$ cat config.mk
export PLATFORM = sky130hd
export DESIGN_NAME = lidar_label_bounding_boxes_flat
export DESIGN_NICKNAME = d
export VERILOG_FILES = /design/src/rtl/llbb_pkg.sv /design/src/rtl/llbb_if.sv /design/src/rtl/llbb_front.sv /design/src/rtl/llbb_queue.sv /design/src/rtl/llbb_back.sv /design/src/rtl/lidar_label_bounding_boxes.sv /design/src/flat_wrapper.sv
export SDC_FILE = /design/constraint.sdc
export NUM_CORES = 2
export LEC_CHECK = 0
export ABC_CLOCK_PERIOD_IN_PS = 6900
export BUFFER_PORTS_ARGS = -buffer_cell sky130_fd_sc_hd__buf_4
export CORE_MARGIN = 1.5
export CORE_UTILIZATION = 46
export DETAILED_ROUTE_END_ITERATION = 12
export GPL_ROUTABILITY_DRIVEN = 1
export HOLD_SLACK_MARGIN = 0.1
export REMOVE_ABC_BUFFERS = 1
export SKIP_CTS_REPAIR_TIMING = 1
export SYNTH_ARGS = -nofsm -noshare
export SYNTH_HDL_FRONTEND = slang
export SYNTH_HIERARCHICAL = 1
export SYNTH_SLANG_ARGS = --single-unit
$ cat constraint.sdc
create_clock -name clk -period 6.9 [get_ports clk]
set_input_delay 0.345 -clock clk [delete_from_list [all_inputs] [get_ports clk]]
set_output_delay 0.345 -clock clk [all_outputs]
set_load 0.01 [all_outputs]
$ cat src/rtl/llbb_pkg.sv
`timescale 1ns / 1ps

package llbb_pkg;

  localparam int unsigned RANGE_W    = 16;
  localparam int unsigned LABEL_W    = 8;
  localparam int unsigned ANGLE_W    = 16;
  localparam int unsigned PIDX_W     = 11;
  localparam int unsigned COORD_W    = 17;
  localparam int unsigned CORNER_W   = 18;
  localparam int unsigned MARGIN_W   = 16;
  localparam int unsigned ATAN_W     = 32;
  localparam int unsigned ATAN_DEPTH = 24;
  localparam int unsigned APB_ADDR_W = 4;
  localparam int unsigned APB_DATA_W = 32;

  // CORDIC gain 0.60725293500888 in Q30
  localparam logic [29:0] GAIN_Q30 = 30'd652032874;

  // register indexes (byte address = 4 * index)
  localparam logic [1:0] REG_START_ANGLE = 2'd0;
  localparam logic [1:0] REG_ANGLE_STEP  = 2'd1;
  localparam logic [1:0] REG_BOX_MARGIN  = 2'd2;

  localparam logic [ANGLE_W-1:0]  START_ANGLE_RST = 16'd0;
  localparam logic [ANGLE_W-1:0]  ANGLE_STEP_RST  = 16'd46;
  localparam logic [MARGIN_W-1:0] BOX_MARGIN_RST  = 16'd30;

  typedef logic signed [COORD_W-1:0] coord_t;

  // one converted point travelling from front to back
  typedef struct packed {
    coord_t               x;
    coord_t               y;
    logic [LABEL_W-1:0]   label;
    logic                 scan_end;
  } point_rec_t;

  typedef struct packed {
    logic [ANGLE_W-1:0] start_angle;
    logic [ANGLE_W-1:0] angle_step;
  } front_cfg_t;

  // atan(2^-i), full circle = 2^32
  function automatic logic [ATAN_W-1:0] atan_entry(input logic [4:0] idx);
    logic [ATAN_W-1:0] v;
    case (idx)
      5'd0:  v = 32'h20000000;
      5'd1:  v = 32'h12E4051E;
      5'd2:  v = 32'h09FB385B;
      5'd3:  v = 32'h051111D4;
      5'd4:  v = 32'h028B0D43;
      5'd5:  v = 32'h0145D7E1;
      5'd6:  v = 32'h00A2F61E;
      5'd7:  v = 32'h00517C55;
      5'd8:  v = 32'h0028BE53;
      5'd9:  v = 32'h00145F2F;
      5'd10: v = 32'h000A2F98;
      5'd11: v = 32'h000517CC;
      5'd12: v = 32'h00028BE6;
      5'd13: v = 32'h000145F3;
      5'd14: v = 32'h0000A2FA;
      5'd15: v = 32'h0000517D;
      5'd16: v = 32'h000028BE;
      5'd17: v = 32'h0000145F;
      5'd18: v = 32'h00000A30;
      5'd19: v = 32'h00000518;
      5'd20: v = 32'h0000028C;
      5'd21: v = 32'h00000146;
      5'd22: v = 32'h000000A3;
      5'd23: v = 32'h00000051;
      default: v = 32'h00000000;
    endcase
    return v;
  endfunction

endpackage

$ cat src/rtl/llbb_if.sv
`timescale 1ns / 1ps

interface llbb_point_if;
  logic                          valid;
  logic                          ready;
  logic [llbb_pkg::RANGE_W-1:0]  range_mm;
  logic [llbb_pkg::LABEL_W-1:0]  intensity_label;
  logic                          last_point;

  modport source (output valid, output range_mm, output intensity_label,
                  output last_point, input ready);
  modport sink   (input valid, input range_mm, input intensity_label,
                  input last_point, output ready);
endinterface

interface llbb_corner_if;
  logic                                 valid;
  logic                                 ready;
  logic signed [llbb_pkg::CORNER_W-1:0] corner_x;
  logic signed [llbb_pkg::CORNER_W-1:0] corner_y;
  logic                                 box_kind;
  logic [llbb_pkg::LABEL_W-1:0]         box_label;
  logic                                 last_of_run;

  modport source (output valid, output corner_x, output corner_y, output box_kind,
                  output box_label, output last_of_run, input ready);
  modport sink   (input valid, input corner_x, input corner_y, input box_kind,
                  input box_label, input last_of_run, output ready);
endinterface

$ cat src/rtl/llbb_front.sv
`timescale 1ns / 1ps

module llbb_front #(
  parameter int unsigned POINTS_PER_SCAN = 1440,
  parameter int unsigned CORDIC_STEPS    = 16
) (
  input  logic                   clk,
  input  logic                   rst,
  input  llbb_pkg::front_cfg_t   cfg,
  llbb_point_if.sink             points,
  output logic                   rec_valid,
  input  logic                   rec_ready,
  output llbb_pkg::point_rec_t   rec
);

  localparam int unsigned NSTEPS = (CORDIC_STEPS < llbb_pkg::ATAN_DEPTH) ?
                                   CORDIC_STEPS : llbb_pkg::ATAN_DEPTH;
  localparam int unsigned STEP_W = $clog2(NSTEPS);
  localparam logic [STEP_W-1:0] LAST_STEP = STEP_W'(NSTEPS - 1);
  localparam logic [llbb_pkg::PIDX_W-1:0] LAST_INDEX =
    llbb_pkg::PIDX_W'(POINTS_PER_SCAN - 1);

  localparam int unsigned PROD_W = llbb_pkg::RANGE_W + 30;
  localparam int unsigned XW     = 35;
  localparam int unsigned ZW     = 33;
  localparam int unsigned CW     = XW - 16;
  localparam int unsigned SPROD_W = llbb_pkg::ANGLE_W + llbb_pkg::PIDX_W;

  localparam logic signed [CW-1:0] CLAMP_HI = CW'(65535);
  localparam logic signed [CW-1:0] CLAMP_LO = -CLAMP_HI;
  localparam logic signed [XW-1:0] ROUND_HALF = XW'(32768);

  localparam logic [1:0] ST_IDLE = 2'd0;
  localparam logic [1:0] ST_LOAD = 2'd1;
  localparam logic [1:0] ST_ITER = 2'd2;
  localparam logic [1:0] ST_DONE = 2'd3;

  logic [1:0]                      state;
  logic [llbb_pkg::PIDX_W-1:0]     pidx;
  logic [STEP_W-1:0]               cnt;
  logic [llbb_pkg::RANGE_W-1:0]    range_r;
  logic [llbb_pkg::LABEL_W-1:0]    label_r;
  logic                            end_r;
  logic [llbb_pkg::ANGLE_W-1:0]    angle;
  logic [1:0]                      quad;
  logic signed [ZW-1:0]            z;
  logic signed [XW-1:0]            xr;
  logic signed [XW-1:0]            yr;

  logic                            accept;
  logic                            scan_end;
  logic [SPROD_W-1:0]              step_prod;
  logic [llbb_pkg::ANGLE_W-1:0]    ang_rnd;
  logic [1:0]                      quad_w;
  logic [llbb_pkg::ANGLE_W-1:0]    resid;
  logic [PROD_W-1:0]               gain_prod;
  logic [PROD_W-1:0]               x_init;
  logic signed [XW-1:0]            dx;
  logic signed [XW-1:0]            dy;
  logic signed [ZW-1:0]            at;
  logic signed [XW-1:0]            xr_rnd;
  logic signed [XW-1:0]            yr_rnd;
  logic signed [CW-1:0]            cos_v;
  logic signed [CW-1:0]            sin_v;
  logic signed [CW-1:0]            rot_x;
  logic signed [CW-1:0]            rot_y;

  function automatic llbb_pkg::coord_t clamp17(input logic signed [CW-1:0] v);
    llbb_pkg::coord_t r;
    if (v > CLAMP_HI) begin
      r = CLAMP_HI[llbb_pkg::COORD_W-1:0];
    end else if (v < CLAMP_LO) begin
      r = CLAMP_LO[llbb_pkg::COORD_W-1:0];
    end else begin
      r = v[llbb_pkg::COORD_W-1:0];
    end
    return r;
  endfunction

  assign points.ready = (state == ST_IDLE);
  assign accept       = points.valid && points.ready;
  assign scan_end     = points.last_point || (pidx >= LAST_INDEX);
  assign step_prod    = cfg.angle_step * pidx;

  // quadrant split and residual angle
  assign ang_rnd = angle + 16'd8192;
  assign quad_w  = ang_rnd[15:14];
  assign resid   = angle - {quad_w, 14'd0};

  // start vector, range scaled by the CORDIC gain
  assign gain_prod = range_r * llbb_pkg::GAIN_Q30;
  assign x_init    = gain_prod + PROD_W'(8192);

  // one micro-rotation
  assign dx = yr >>> cnt;
  assign dy = xr >>> cnt;
  assign at = signed'({1'b0, llbb_pkg::atan_entry(5'(cnt))});

  // round to millimetres and undo the quadrant split
  assign xr_rnd = xr + ROUND_HALF;
  assign yr_rnd = yr + ROUND_HALF;
  assign cos_v  = xr_rnd[XW-1:16];
  assign sin_v  = yr_rnd[XW-1:16];

  always_comb begin
    case (quad)
      2'd0: begin
        rot_x = cos_v;
        rot_y = sin_v;
      end
      2'd1: begin
        rot_x = -sin_v;
        rot_y = cos_v;
      end
      2'd2: begin
        rot_x = -cos_v;
        rot_y = -sin_v;
      end
      default: begin
        rot_x = sin_v;
        rot_y = -cos_v;
      end
    endcase
  end

  assign rec_valid    = (state == ST_DONE);
  assign rec.x        = clamp17(rot_x);
  assign rec.y        = clamp17(rot_y);
  assign rec.label    = label_r;
  assign rec.scan_end = end_r;

  // sequence control and scan position
  always_ff @(posedge clk) begin
    if (rst) begin
      state <= ST_IDLE;
      pidx  <= '0;
      cnt   <= '0;
    end else begin
      case (state)
        ST_IDLE: begin
          if (accept) begin
            state <= ST_LOAD;
            pidx  <= scan_end ? '0 : pidx + 1'b1;
          end
        end
        ST_LOAD: begin
          state <= ST_ITER;
          cnt   <= '0;
        end
        ST_ITER: begin
          if (cnt == LAST_STEP) begin
            state <= ST_DONE;
          end
          cnt <= cnt + 1'b1;
        end
        default: begin
          if (rec_ready) begin
            state <= ST_IDLE;
          end
        end
      endcase
    end
  end

  // datapath registers
  always_ff @(posedge clk) begin
    case (state)
      ST_IDLE: begin
        if (accept) begin
          range_r <= points.range_mm;
          label_r <= points.intensity_label;
          end_r   <= scan_end;
          angle   <= cfg.start_angle + step_prod[llbb_pkg::ANGLE_W-1:0];
        end
      end
      ST_LOAD: begin
        quad <= quad_w;
        z    <= {resid[15], resid, 16'd0};
        xr   <= XW'(x_init[PROD_W-1:14]);
        yr   <= '0;
      end
      ST_ITER: begin
        if (!z[ZW-1]) begin
          xr <= xr - dx;
          yr <= yr + dy;
          z  <= z - at;
        end else begin
          xr <= xr + dx;
          yr <= yr - dy;
          z  <= z + at;
        end
      end
      default: ;
    endcase
  end

  assert property (@(posedge clk) disable iff (rst) pidx <= LAST_INDEX)
    else $error("point index ran past the end of the scan");

  assert property (@(posedge clk) disable iff (rst)
                   (state == ST_ITER && cnt == LAST_STEP) |=> rec_valid)
    else $error("rotation finished without a record");

endmodule

$ cat src/rtl/llbb_queue.sv
`timescale 1ns / 1ps

module llbb_queue (
  input  logic                  clk,
  input  logic                  rst,
  input  logic                  in_valid,
  output logic                  in_ready,
  input  llbb_pkg::point_rec_t  in_rec,
  output logic                  out_valid,
  input  logic                  out_ready,
  output llbb_pkg::point_rec_t  out_rec
);

  llbb_pkg::point_rec_t mem [2];
  logic       wr_ptr;
  logic       rd_ptr;
  logic [1:0] count;
  logic       push;
  logic       pop;

  assign in_ready  = (count != 2'd2);
  assign out_valid = (count != 2'd0);
  assign push      = in_valid && in_ready;
  assign pop       = out_valid && out_ready;
  assign out_rec   = mem[rd_ptr];

  // hold records between front and back
  always_ff @(posedge clk) begin
    if (push) begin
      mem[wr_ptr] <= in_rec;
    end
  end

  // advance pointers and occupancy
  always_ff @(posedge clk) begin
    if (rst) begin
      wr_ptr <= 1'b0;
      rd_ptr <= 1'b0;
      count  <= 2'd0;
    end else begin
      if (push) begin
        wr_ptr <= ~wr_ptr;
      end
      if (pop) begin
        rd_ptr <= ~rd_ptr;
      end
      case ({push, pop})
        2'b10:   count <= count + 1'b1;
        2'b01:   count <= count - 1'b1;
        default: ;
      endcase
    end
  end

  assert property (@(posedge clk) disable iff (rst) count <= 2'd2)
    else $error("queue occupancy out of range");

endmodule

$ cat src/rtl/llbb_back.sv
`timescale 1ns / 1ps

module llbb_back (
  input  logic                           clk,
  input  logic                           rst,
  input  logic [llbb_pkg::MARGIN_W-1:0]  box_margin,
  input  logic                           rec_valid,
  output logic                           rec_ready,
  input  llbb_pkg::point_rec_t           rec,
  llbb_corner_if.source                  corners
);

  typedef struct packed {
    llbb_pkg::coord_t lo_x;
    llbb_pkg::coord_t hi_x;
    llbb_pkg::coord_t lo_y;
    llbb_pkg::coord_t hi_y;
  } box_t;

  localparam int unsigned CW = llbb_pkg::CORNER_W;

  // box state
  logic [llbb_pkg::LABEL_W-1:0] cur_label;
  logic                         group_open;
  logic                         one_open;
  box_t                         gbox;
  box_t                         obox;

  // boxes waiting to be drawn: closed group, final group, label-one
  logic [2:0]                   pending;
  box_t                         slot_box [3];
  logic [llbb_pkg::LABEL_W-1:0] slot_label [2];
  logic [2:0]                   corner;

  // output register
  logic                         out_valid;
  logic signed [CW-1:0]         out_x;
  logic signed [CW-1:0]         out_y;
  logic                         out_kind;
  logic [llbb_pkg::LABEL_W-1:0] out_label;
  logic                         out_last;

  logic                         pop;
  logic                         has_ret;
  logic                         grow_g;
  logic                         start_g;
  logic                         close_g;
  logic                         is_one;
  box_t                         pt_box;
  box_t                         g_new;
  box_t                         o_new;
  logic [llbb_pkg::LABEL_W-1:0] label_new;
  logic                         gopen_new;
  logic                         oopen_new;

  logic [1:0]                   sel;
  logic [2:0]                   sel_mask;
  logic [2:0]                   rest;
  box_t                         cur_box;
  logic signed [CW-1:0]         lx;
  logic signed [CW-1:0]         hx;
  logic signed [CW-1:0]         ly;
  logic signed [CW-1:0]         hy;
  logic signed [CW-1:0]         m_ext;
  logic                         use_hx;
  logic                         use_hy;
  logic                         advance;

  function automatic box_t grow(input box_t b, input llbb_pkg::coord_t x,
                                input llbb_pkg::coord_t y);
    box_t r;
    r = b;
    if (x < b.lo_x) r.lo_x = x;
    if (x > b.hi_x) r.hi_x = x;
    if (y < b.lo_y) r.lo_y = y;
    if (y > b.hi_y) r.hi_y = y;
    return r;
  endfunction

  // classify the record against the open boxes
  assign rec_ready = (pending == 3'b000);
  assign pop       = rec_valid && rec_ready;
  assign has_ret   = (rec.label != '0);
  assign grow_g    = has_ret && group_open && (rec.label == cur_label);
  assign start_g   = has_ret && !grow_g && (rec.label > cur_label);
  assign close_g   = start_g && group_open;
  assign is_one    = has_ret && (rec.label == llbb_pkg::LABEL_W'(1));
  assign pt_box    = '{lo_x: rec.x, hi_x: rec.x, lo_y: rec.y, hi_y: rec.y};

  always_comb begin
    if (grow_g) begin
      g_new = grow(gbox, rec.x, rec.y);
    end else if (start_g) begin
      g_new = pt_box;
    end else begin
      g_new = gbox;
    end
    if (is_one) begin
      o_new = one_open ? grow(obox, rec.x, rec.y) : pt_box;
    end else begin
      o_new = obox;
    end
  end

  assign label_new = start_g ? rec.label : cur_label;
  assign gopen_new = group_open || start_g;
  assign oopen_new = one_open || is_one;

  // pick the lowest pending box and form its corner
  always_comb begin
    if (pending[0]) begin
      sel = 2'd0;
    end else if (pending[1]) begin
      sel = 2'd1;
    end else begin
      sel = 2'd2;
    end
  end

  assign sel_mask = 3'b001 << sel;
  assign rest     = pending & ~sel_mask;
  assign cur_box  = slot_box[sel];
  assign m_ext    = signed'({2'b00, box_margin});
  assign lx       = {cur_box.lo_x[llbb_pkg::COORD_W-1], cur_box.lo_x} - m_ext;
  assign hx       = {cur_box.hi_x[llbb_pkg::COORD_W-1], cur_box.hi_x} + m_ext;
  assign ly       = {cur_box.lo_y[llbb_pkg::COORD_W-1], cur_box.lo_y} - m_ext;
  assign hy       = {cur_box.hi_y[llbb_pkg::COORD_W-1], cur_box.hi_y} + m_ext;
  assign use_hx   = corner inside {[3'd3:3'd6]};
  assign use_hy   = corner inside {[3'd1:3'd4]};
  assign advance  = (pending != 3'b000) && (!out_valid || corners.ready);

  // box state and draw sequence control
  always_ff @(posedge clk) begin
    if (rst) begin
      cur_label  <= llbb_pkg::LABEL_W'(1);
      group_open <= 1'b0;
      one_open   <= 1'b0;
      pending    <= 3'b000;
      corner     <= 3'd0;
      out_valid  <= 1'b0;
    end else begin
      if (pop) begin
        pending <= {rec.scan_end && oopen_new, rec.scan_end && gopen_new, close_g};
        if (rec.scan_end) begin
          cur_label  <= llbb_pkg::LABEL_W'(1);
          group_open <= 1'b0;
          one_open   <= 1'b0;
        end else begin
          cur_label  <= label_new;
          group_open <= gopen_new;
          one_open   <= oopen_new;
        end
      end else if (advance) begin
        corner <= corner + 1'b1;
        if (corner == 3'd7) begin
          pending <= rest;
        end
      end
      if (advance) begin
        out_valid <= 1'b1;
      end else if (corners.ready) begin
        out_valid <= 1'b0;
      end
    end
  end

  // bounds, snapshots and output payload
  always_ff @(posedge clk) begin
    if (pop) begin
      gbox          <= g_new;
      obox          <= o_new;
      slot_box[0]   <= gbox;
      slot_box[1]   <= g_new;
      slot_box[2]   <= o_new;
      slot_label[0] <= cur_label;
      slot_label[1] <= label_new;
    end
    if (advance) begin
      out_x     <= use_hx ? hx : lx;
      out_y     <= use_hy ? hy : ly;
      out_kind  <= (sel == 2'd2);
      out_label <= (sel == 2'd2) ? llbb_pkg::LABEL_W'(1) : slot_label[sel[0]];
      out_last  <= (corner == 3'd7) && (rest == 3'b000);
    end
  end

  assign corners.valid       = out_valid;
  assign corners.corner_x    = out_x;
  assign corners.corner_y    = out_y;
  assign corners.box_kind    = out_kind;
  assign corners.box_label   = out_label;
  assign corners.last_of_run = out_last;

  assert property (@(posedge clk) disable iff (rst) cur_label != '0)
    else $error("group label dropped to zero");

  assert property (@(posedge clk) disable iff (rst)
                   (corner != 3'd0) |-> (pending != 3'b000))
    else $error("corner count running with no box to draw");

  assert property (@(posedge clk) disable iff (rst)
                   (pending[0] && !pending[1]) |-> group_open || !$past(rec.scan_end))
    else $error("closed group box left without a following group");

endmodule

$ cat src/rtl/lidar_label_bounding_boxes.sv
`timescale 1ns / 1ps

// Channel   Dir  Protocol           Payload
// points    in   valid/ready        range_mm, intensity_label, last_point
// corners   out  valid/ready        corner_x, corner_y, box_kind, box_label, last_of_run
// apb       in   psel/penable/...   start_angle @0x0, angle_step @0x4, box_margin @0x8
//
// A point request passes through the front's load, iteration and done states,
// the CORDIC unit doing one micro-rotation per cycle.
// The back draws one endpoint per cycle unless corners stalls, up to 24 per point;
// a two-entry record queue lets the front convert the next point while endpoints drain.
// Reset is synchronous: registers return to their reset values and both boxes close.
// A stall on corners holds the output register; the queue then fills and points
// stalls once the front finishes its current point.
module lidar_label_bounding_boxes #(
  parameter int unsigned POINTS_PER_SCAN = 1440,
  parameter int unsigned CORDIC_STEPS    = 16
) (
  input  logic                             clk,
  input  logic                             rst,
  input  logic                             psel,
  input  logic                             penable,
  input  logic                             pwrite,
  input  logic [llbb_pkg::APB_ADDR_W-1:0]  paddr,
  input  logic [llbb_pkg::APB_DATA_W-1:0]  pwdata,
  output logic [llbb_pkg::APB_DATA_W-1:0]  prdata,
  output logic                             pready,
  llbb_point_if.sink                       points,
  llbb_corner_if.source                    corners
);

  logic [llbb_pkg::ANGLE_W-1:0]  start_angle;
  logic [llbb_pkg::ANGLE_W-1:0]  angle_step;
  logic [llbb_pkg::MARGIN_W-1:0] box_margin;
  logic [1:0]                    reg_idx;
  logic                          wr_en;

  llbb_pkg::front_cfg_t          front_cfg;
  logic                          f_valid;
  logic                          f_ready;
  llbb_pkg::point_rec_t          f_rec;
  logic                          b_valid;
  logic                          b_ready;
  llbb_pkg::point_rec_t          b_rec;

  assign pready  = 1'b1;
  assign reg_idx = paddr[3:2];
  assign wr_en   = psel && penable && pwrite && pready;

  // register writes
  always_ff @(posedge clk) begin
    if (rst) begin
      start_angle <= llbb_pkg::START_ANGLE_RST;
      angle_step  <= llbb_pkg::ANGLE_STEP_RST;
      box_margin  <= llbb_pkg::BOX_MARGIN_RST;
    end else if (wr_en) begin
      case (reg_idx)
        llbb_pkg::REG_START_ANGLE: start_angle <= pwdata[llbb_pkg::ANGLE_W-1:0];
        llbb_pkg::REG_ANGLE_STEP:  angle_step  <= pwdata[llbb_pkg::ANGLE_W-1:0];
        llbb_pkg::REG_BOX_MARGIN:  box_margin  <= pwdata[llbb_pkg::MARGIN_W-1:0];
        default: ;
      endcase
    end
  end

  // register reads
  always_comb begin
    case (reg_idx)
      llbb_pkg::REG_START_ANGLE: prdata = llbb_pkg::APB_DATA_W'(start_angle);
      llbb_pkg::REG_ANGLE_STEP:  prdata = llbb_pkg::APB_DATA_W'(angle_step);
      llbb_pkg::REG_BOX_MARGIN:  prdata = llbb_pkg::APB_DATA_W'(box_margin);
      default:                   prdata = '0;
    endcase
  end

  assign front_cfg.start_angle = start_angle;
  assign front_cfg.angle_step  = angle_step;

  llbb_front #(
    .POINTS_PER_SCAN (POINTS_PER_SCAN),
    .CORDIC_STEPS    (CORDIC_STEPS)
  ) u_front (
    .clk       (clk),
    .rst       (rst),
    .cfg       (front_cfg),
    .points    (points),
    .rec_valid (f_valid),
    .rec_ready (f_ready),
    .rec       (f_rec)
  );

  llbb_queue u_queue (
    .clk       (clk),
    .rst       (rst),
    .in_valid  (f_valid),
    .in_ready  (f_ready),
    .in_rec    (f_rec),
    .out_valid (b_valid),
    .out_ready (b_ready),
    .out_rec   (b_rec)
  );

  llbb_back u_back (
    .clk        (clk),
    .rst        (rst),
    .box_margin (box_margin),
    .rec_valid  (b_valid),
    .rec_ready  (b_ready),
    .rec        (b_rec),
    .corners    (corners)
  );

endmodule

$ cat src/flat_wrapper.sv
// flat-port wrapper written by rule: the top's interface ports become plain ports
module lidar_label_bounding_boxes_flat 
#(
  parameter int unsigned POINTS_PER_SCAN = 1440,
  parameter int unsigned CORDIC_STEPS    = 16
)
  (clk, rst, psel, penable, pwrite, paddr, pwdata, prdata, pready, points_valid, points_range_mm, points_intensity_label, points_last_point, points_ready, corners_valid, corners_corner_x, corners_corner_y, corners_box_kind, corners_box_label, corners_last_of_run, corners_ready);
  llbb_point_if points_i ();
  llbb_corner_if corners_i ();
  input  logic clk;
  input  logic rst;
  input  logic psel;
  input  logic penable;
  input  logic pwrite;
  input  logic [llbb_pkg::APB_ADDR_W-1:0] paddr;
  input  logic [llbb_pkg::APB_DATA_W-1:0] pwdata;
  output logic [llbb_pkg::APB_DATA_W-1:0] prdata;
  output logic pready;
  input wire logic [$bits(points_i.valid)-1:0] points_valid;
  input wire logic [$bits(points_i.range_mm)-1:0] points_range_mm;
  input wire logic [$bits(points_i.intensity_label)-1:0] points_intensity_label;
  input wire logic [$bits(points_i.last_point)-1:0] points_last_point;
  output wire logic [$bits(points_i.ready)-1:0] points_ready;
  output wire logic [$bits(corners_i.valid)-1:0] corners_valid;
  output wire logic [$bits(corners_i.corner_x)-1:0] corners_corner_x;
  output wire logic [$bits(corners_i.corner_y)-1:0] corners_corner_y;
  output wire logic [$bits(corners_i.box_kind)-1:0] corners_box_kind;
  output wire logic [$bits(corners_i.box_label)-1:0] corners_box_label;
  output wire logic [$bits(corners_i.last_of_run)-1:0] corners_last_of_run;
  input wire logic [$bits(corners_i.ready)-1:0] corners_ready;
  assign points_i.valid = points_valid;
  assign points_i.range_mm = points_range_mm;
  assign points_i.intensity_label = points_intensity_label;
  assign points_i.last_point = points_last_point;
  assign points_ready = points_i.ready;
  assign corners_valid = corners_i.valid;
  assign corners_corner_x = corners_i.corner_x;
  assign corners_corner_y = corners_i.corner_y;
  assign corners_box_kind = corners_i.box_kind;
  assign corners_box_label = corners_i.box_label;
  assign corners_last_of_run = corners_i.last_of_run;
  assign corners_i.ready = corners_ready;
  lidar_label_bounding_boxes #(.POINTS_PER_SCAN(POINTS_PER_SCAN), .CORDIC_STEPS(CORDIC_STEPS)) u_core (.clk(clk), .rst(rst), .psel(psel), .penable(penable), .pwrite(pwrite), .paddr(paddr), .pwdata(pwdata), .prdata(prdata), .pready(pready), .points(points_i), .corners(corners_i));
endmodule
==> results.yml <==
run_status:
  status: "finished with violations"
  violations: "negative setup slack"
routing:
  antenna_violating_nets_post_route: 0
  drc: 0
  dr.pass1.iters: 6
  dr_total_vias: 44490
  via_per_inst: 5.549
  wl_per_cell_um: 19.12
  wl_um: 153300
  drt_iter0_drc: 2704
synth:
  synth_edf_count: 498
  synthXorXnorAreaFrac_pct: 6.199
  synthSimpleGateAreaFrac_pct: 14.69
  synthArstFlopShare_pct: 0
  synth_top_family_by_area: "adder cells"
  avgSynthCellArea_sq_um: 9.557
  synth_seq_cells: 615
  yosysSeqAreaShare_pct: 30.24
  synthFlopType: "edfxtp_1"
  syn_inst: 5985
  synth.distinct_cells: 125
  muxShareOfSynthArea_pct: 7.385
  synthAdderAreaFrac_pct: 20.86
  synth.cell_area_sq_um: 57200
  synth_compound_area_share_pct: 14.04
  yosysWarnings: 6
run:
  cap_violations: 0
layout:
  finalNetCount: 7179
  drive_gt1_share_pct: 15.07
  layout_commonest_cell: "inv_1"
  fillCellCount: 11210
  mostFrequentLayoutCells: "625 x inv_1, 510 x ha_1, 498 x edfxtp_1"
  areaGrowthSynthToFinish_pct: 14.51
  design_area_sq_um: 65500
cts:
  clk_pin_slew_ns: 0.06
  cts-buffers-inserted: 75
  htree_levels: 3
  cts_buffer_depth: 3
  clkLatencyLatePin_ns: 0.68
  cts_tree: "done"
  cts_root_buffer: "clkbuf_16"
  cts.sinks: 615
min_path:
  min_from: "points_last_point"
  min_path_type: "primary input to flop"
  hold_path_end: "u_core/u_front/end_r"
  whs_path_depth: 2
sta:
  hold_ws_ns: 0.1610
  setup_viol: 15
  tightest_slew_ns: 1.289
  fin_tns_setup_ns: -3.033
  period_share_pct: 106.5
  hold_viol: 0
  timing.fmax_ghz: 0.1361
  period_minus_slack_ns: 7.345
  rsz0062_at_grt: "yes"
  setup_ws_ns: -0.4454
  skew_ns: 0.02820
  drv_slew: 0
  slew_headroom_pct: 13.93
critical_path:
  arrival_ns: 7.74
  path_max_fanout: 5
  worstPathRequired_ns: 7.29
  cp-end-kind: "flop"
  r2r_setup_slack_ns: -0.45
  r2r_end: "u_core/u_front/xr[30]"
  r2r_start: "u_core/u_front/range_r[6]"
  crit_type: "flop to flop"
  r2r_cells: 25
  start_kind: "flop"
placed_design:
  placed_cell_area_sq_um: 61290
  port-buffer-count: 113
  dp.final_hpwl_um: 117600
  gp_congestion: 0.9171
  post-place-ws_ns: -0.7641
global_routing:
  grt_start_max_net_pins: 96
  antenna_found_initial: 0
  grt_pass1_vias: 43590
  grt_usage_pct: 23.94
  grt_overflow: 0
  grt_first_pass_wirelength_um: 241200
die:
  rows: 129
  coreArea_sq_um: 123500
  ios: 149
  die_w_um: 355.6
  initial_utilization_pct: 46.32
  dieArea_sq_um: 126500
  die_height_um: 355.6
## metrics by stage
step / utilization (%) / cells
finish: 53.05 / 8017
global route: 53.04 / 8016
CTS: 51.74 / 7941
detailed placement: 49.63 / 7801
global placement: 49.63 / 7801
floorplan: - / 5736
## state kept, by name, summed over array words and instances, names as in the netlist, 18 cells and up, named ones only
register	flops
u_core/u_back/obox	64
u_core/u_back/corners.corner_x	18
u_core/u_back/slot_box	76
u_core/u_front/yr	35
u_core/u_back/gbox	64
u_core/u_back/corners.corner_y	18
u_core/u_front/xr	35
u_core/u_queue/mem	86
u_core/u_front/z	33
u_core/u_front/at	30
## synth_stat cells (13+ instances only)
| cell | count | share of area, % |
|---|---|---|
| fa_1 | 264 | 9.2 |
| xnor2_1 | 228 | 3.5 |
| dfxtp_1 | 117 | 4.1 |
| o21ai_0 | 337 | 2.9 |
| or2_2 | 15 | 0.16 |
| nand2b_1 | 100 | 1.1 |
| a31oi_1 | 45 | 0.49 |
| a21oi_1 | 349 | 3.1 |
| nor4_1 | 15 | 0.16 |
| o211ai_1 | 32 | 0.42 |
| o21bai_1 | 28 | 0.37 |
| clkbuf_1 | 156 | 1.0 |
| ha_1 | 531 | 12 |
| buf_4 | 28 | 0.37 |
| mux2_2 | 78 | 1.5 |
| nand4_1 | 60 | 0.66 |
| nand2_1 | 498 | 3.3 |
| nor2b_1 | 66 | 0.72 |
| nand3_1 | 86 | 0.75 |
| a211o_1 | 13 | 0.20 |
| inv_1 | 641 | 4.2 |
| nor3b_1 | 54 | 0.71 |
| buf_2 | 26 | 0.23 |
| nor3_1 | 89 | 0.78 |
| a211oi_1 | 36 | 0.47 |
| and4_1 | 16 | 0.24 |
| or3_1 | 22 | 0.24 |
| and2_1 | 152 | 1.7 |
| mux4_2 | 55 | 2.2 |
| o21a_1 | 41 | 0.54 |
| and3_1 | 60 | 0.66 |
| edfxtp_1 | 498 | 26 |
| xor2_1 | 175 | 2.7 |
| o31ai_1 | 32 | 0.42 |
| a22o_1 | 13 | 0.20 |
| nor2_1 | 347 | 2.3 |
| a21o_1 | 162 | 2.1 |
| clkbuf_8 | 13 | 0.31 |
| mux2i_1 | 200 | 3.5 |
| buf_1 | 29 | 0.19 |
## layout make-up
| class | count | area (sq um) | area share, % |
|---|---|---|---|
| multi-input cells | 4476 | 37120 | 56.67 |
| flip-flops and latches | 615 | 17320 | 26.44 |
| repair buffers | 503 | 3986 | 6.086 |
| inverters | 645 | 2422 | 3.698 |
| clock buffers | 95 | 2120 | 3.236 |
| well taps | 1637 | 2048 | 3.127 |
| clock inverters | 45 | 483.0 | 0.7374 |
| diodes | 1 | 2.502 | 0.003821 |
## cell families after synthesis
kind of cell	after synthesis
adder cells (fa/ha/maj)	795
flip-flops	615
other	2
AO/OA/AOI/OAI	1268
multiplexers	337
buffers and inverters	909
AND/OR/NAND/NOR	1655
XOR/XNOR	404
## routing by layer
| layer | global-route usage [%] | vias up | routed length, um |
|---|---|---|---|
| li1 | - | 21680 | - |
| met1 | 32.05 | 21590 | 68870 |
| met2 | 40.65 | 990 | 73720 |
| met3 | 2.878 | 227 | 6310 |
| met4 | 6.812 | 0 | 4360 |
| met5 | 0 | - | 0 |
## worst max-delay path by stage
stage / from / endpoint / slack, ns / depth (start not counted)
floorplan: u_core/u_front/cnt[0] / u_core/u_front/yr[34] / -1.01 / 25
global placement: u_core/u_front/range_r[5] / u_core/u_front/xr[31] / -0.67 / 26
detailed placement: u_core/u_front/range_r[5] / u_core/u_front/xr[31] / -0.76 / 26
CTS: u_core/u_front/range_r[5] / u_core/u_front/xr[31] / -0.80 / 26
global route: u_core/u_front/range_r[6] / u_core/u_front/xr[30] / -0.72 / 26
finish: u_core/u_front/range_r[6] / u_core/u_front/xr[30] / -0.45 / 25
## worst max-delay path, stage by stage (launching register included)
cell	delay [ns]
edfxtp_1	0.52
buf_4	0.17
ha_2	0.18
inv_2	0.06
fa_1	0.54
inv_1	0.05
fa_1	0.46
fa_1	0.49
fa_1	0.52
inv_1	0.07
fa_1	0.54
inv_1	0.04
ha_1	0.30
and4_4	0.21
and2_4	0.17
a221oi_4	0.31
xnor2_2	0.16
o211ai_1	0.11
or4b_4	0.53
nor4b_4	0.36
and4_1	0.28
and4b_2	0.30
nor4b_4	0.27
xnor2_1	0.17
xor2_1	0.16
mux2i_1	0.09
Power is not shown: default switching activity piles up to over one toggle a cycle in this logic, so the estimate is an artifact.
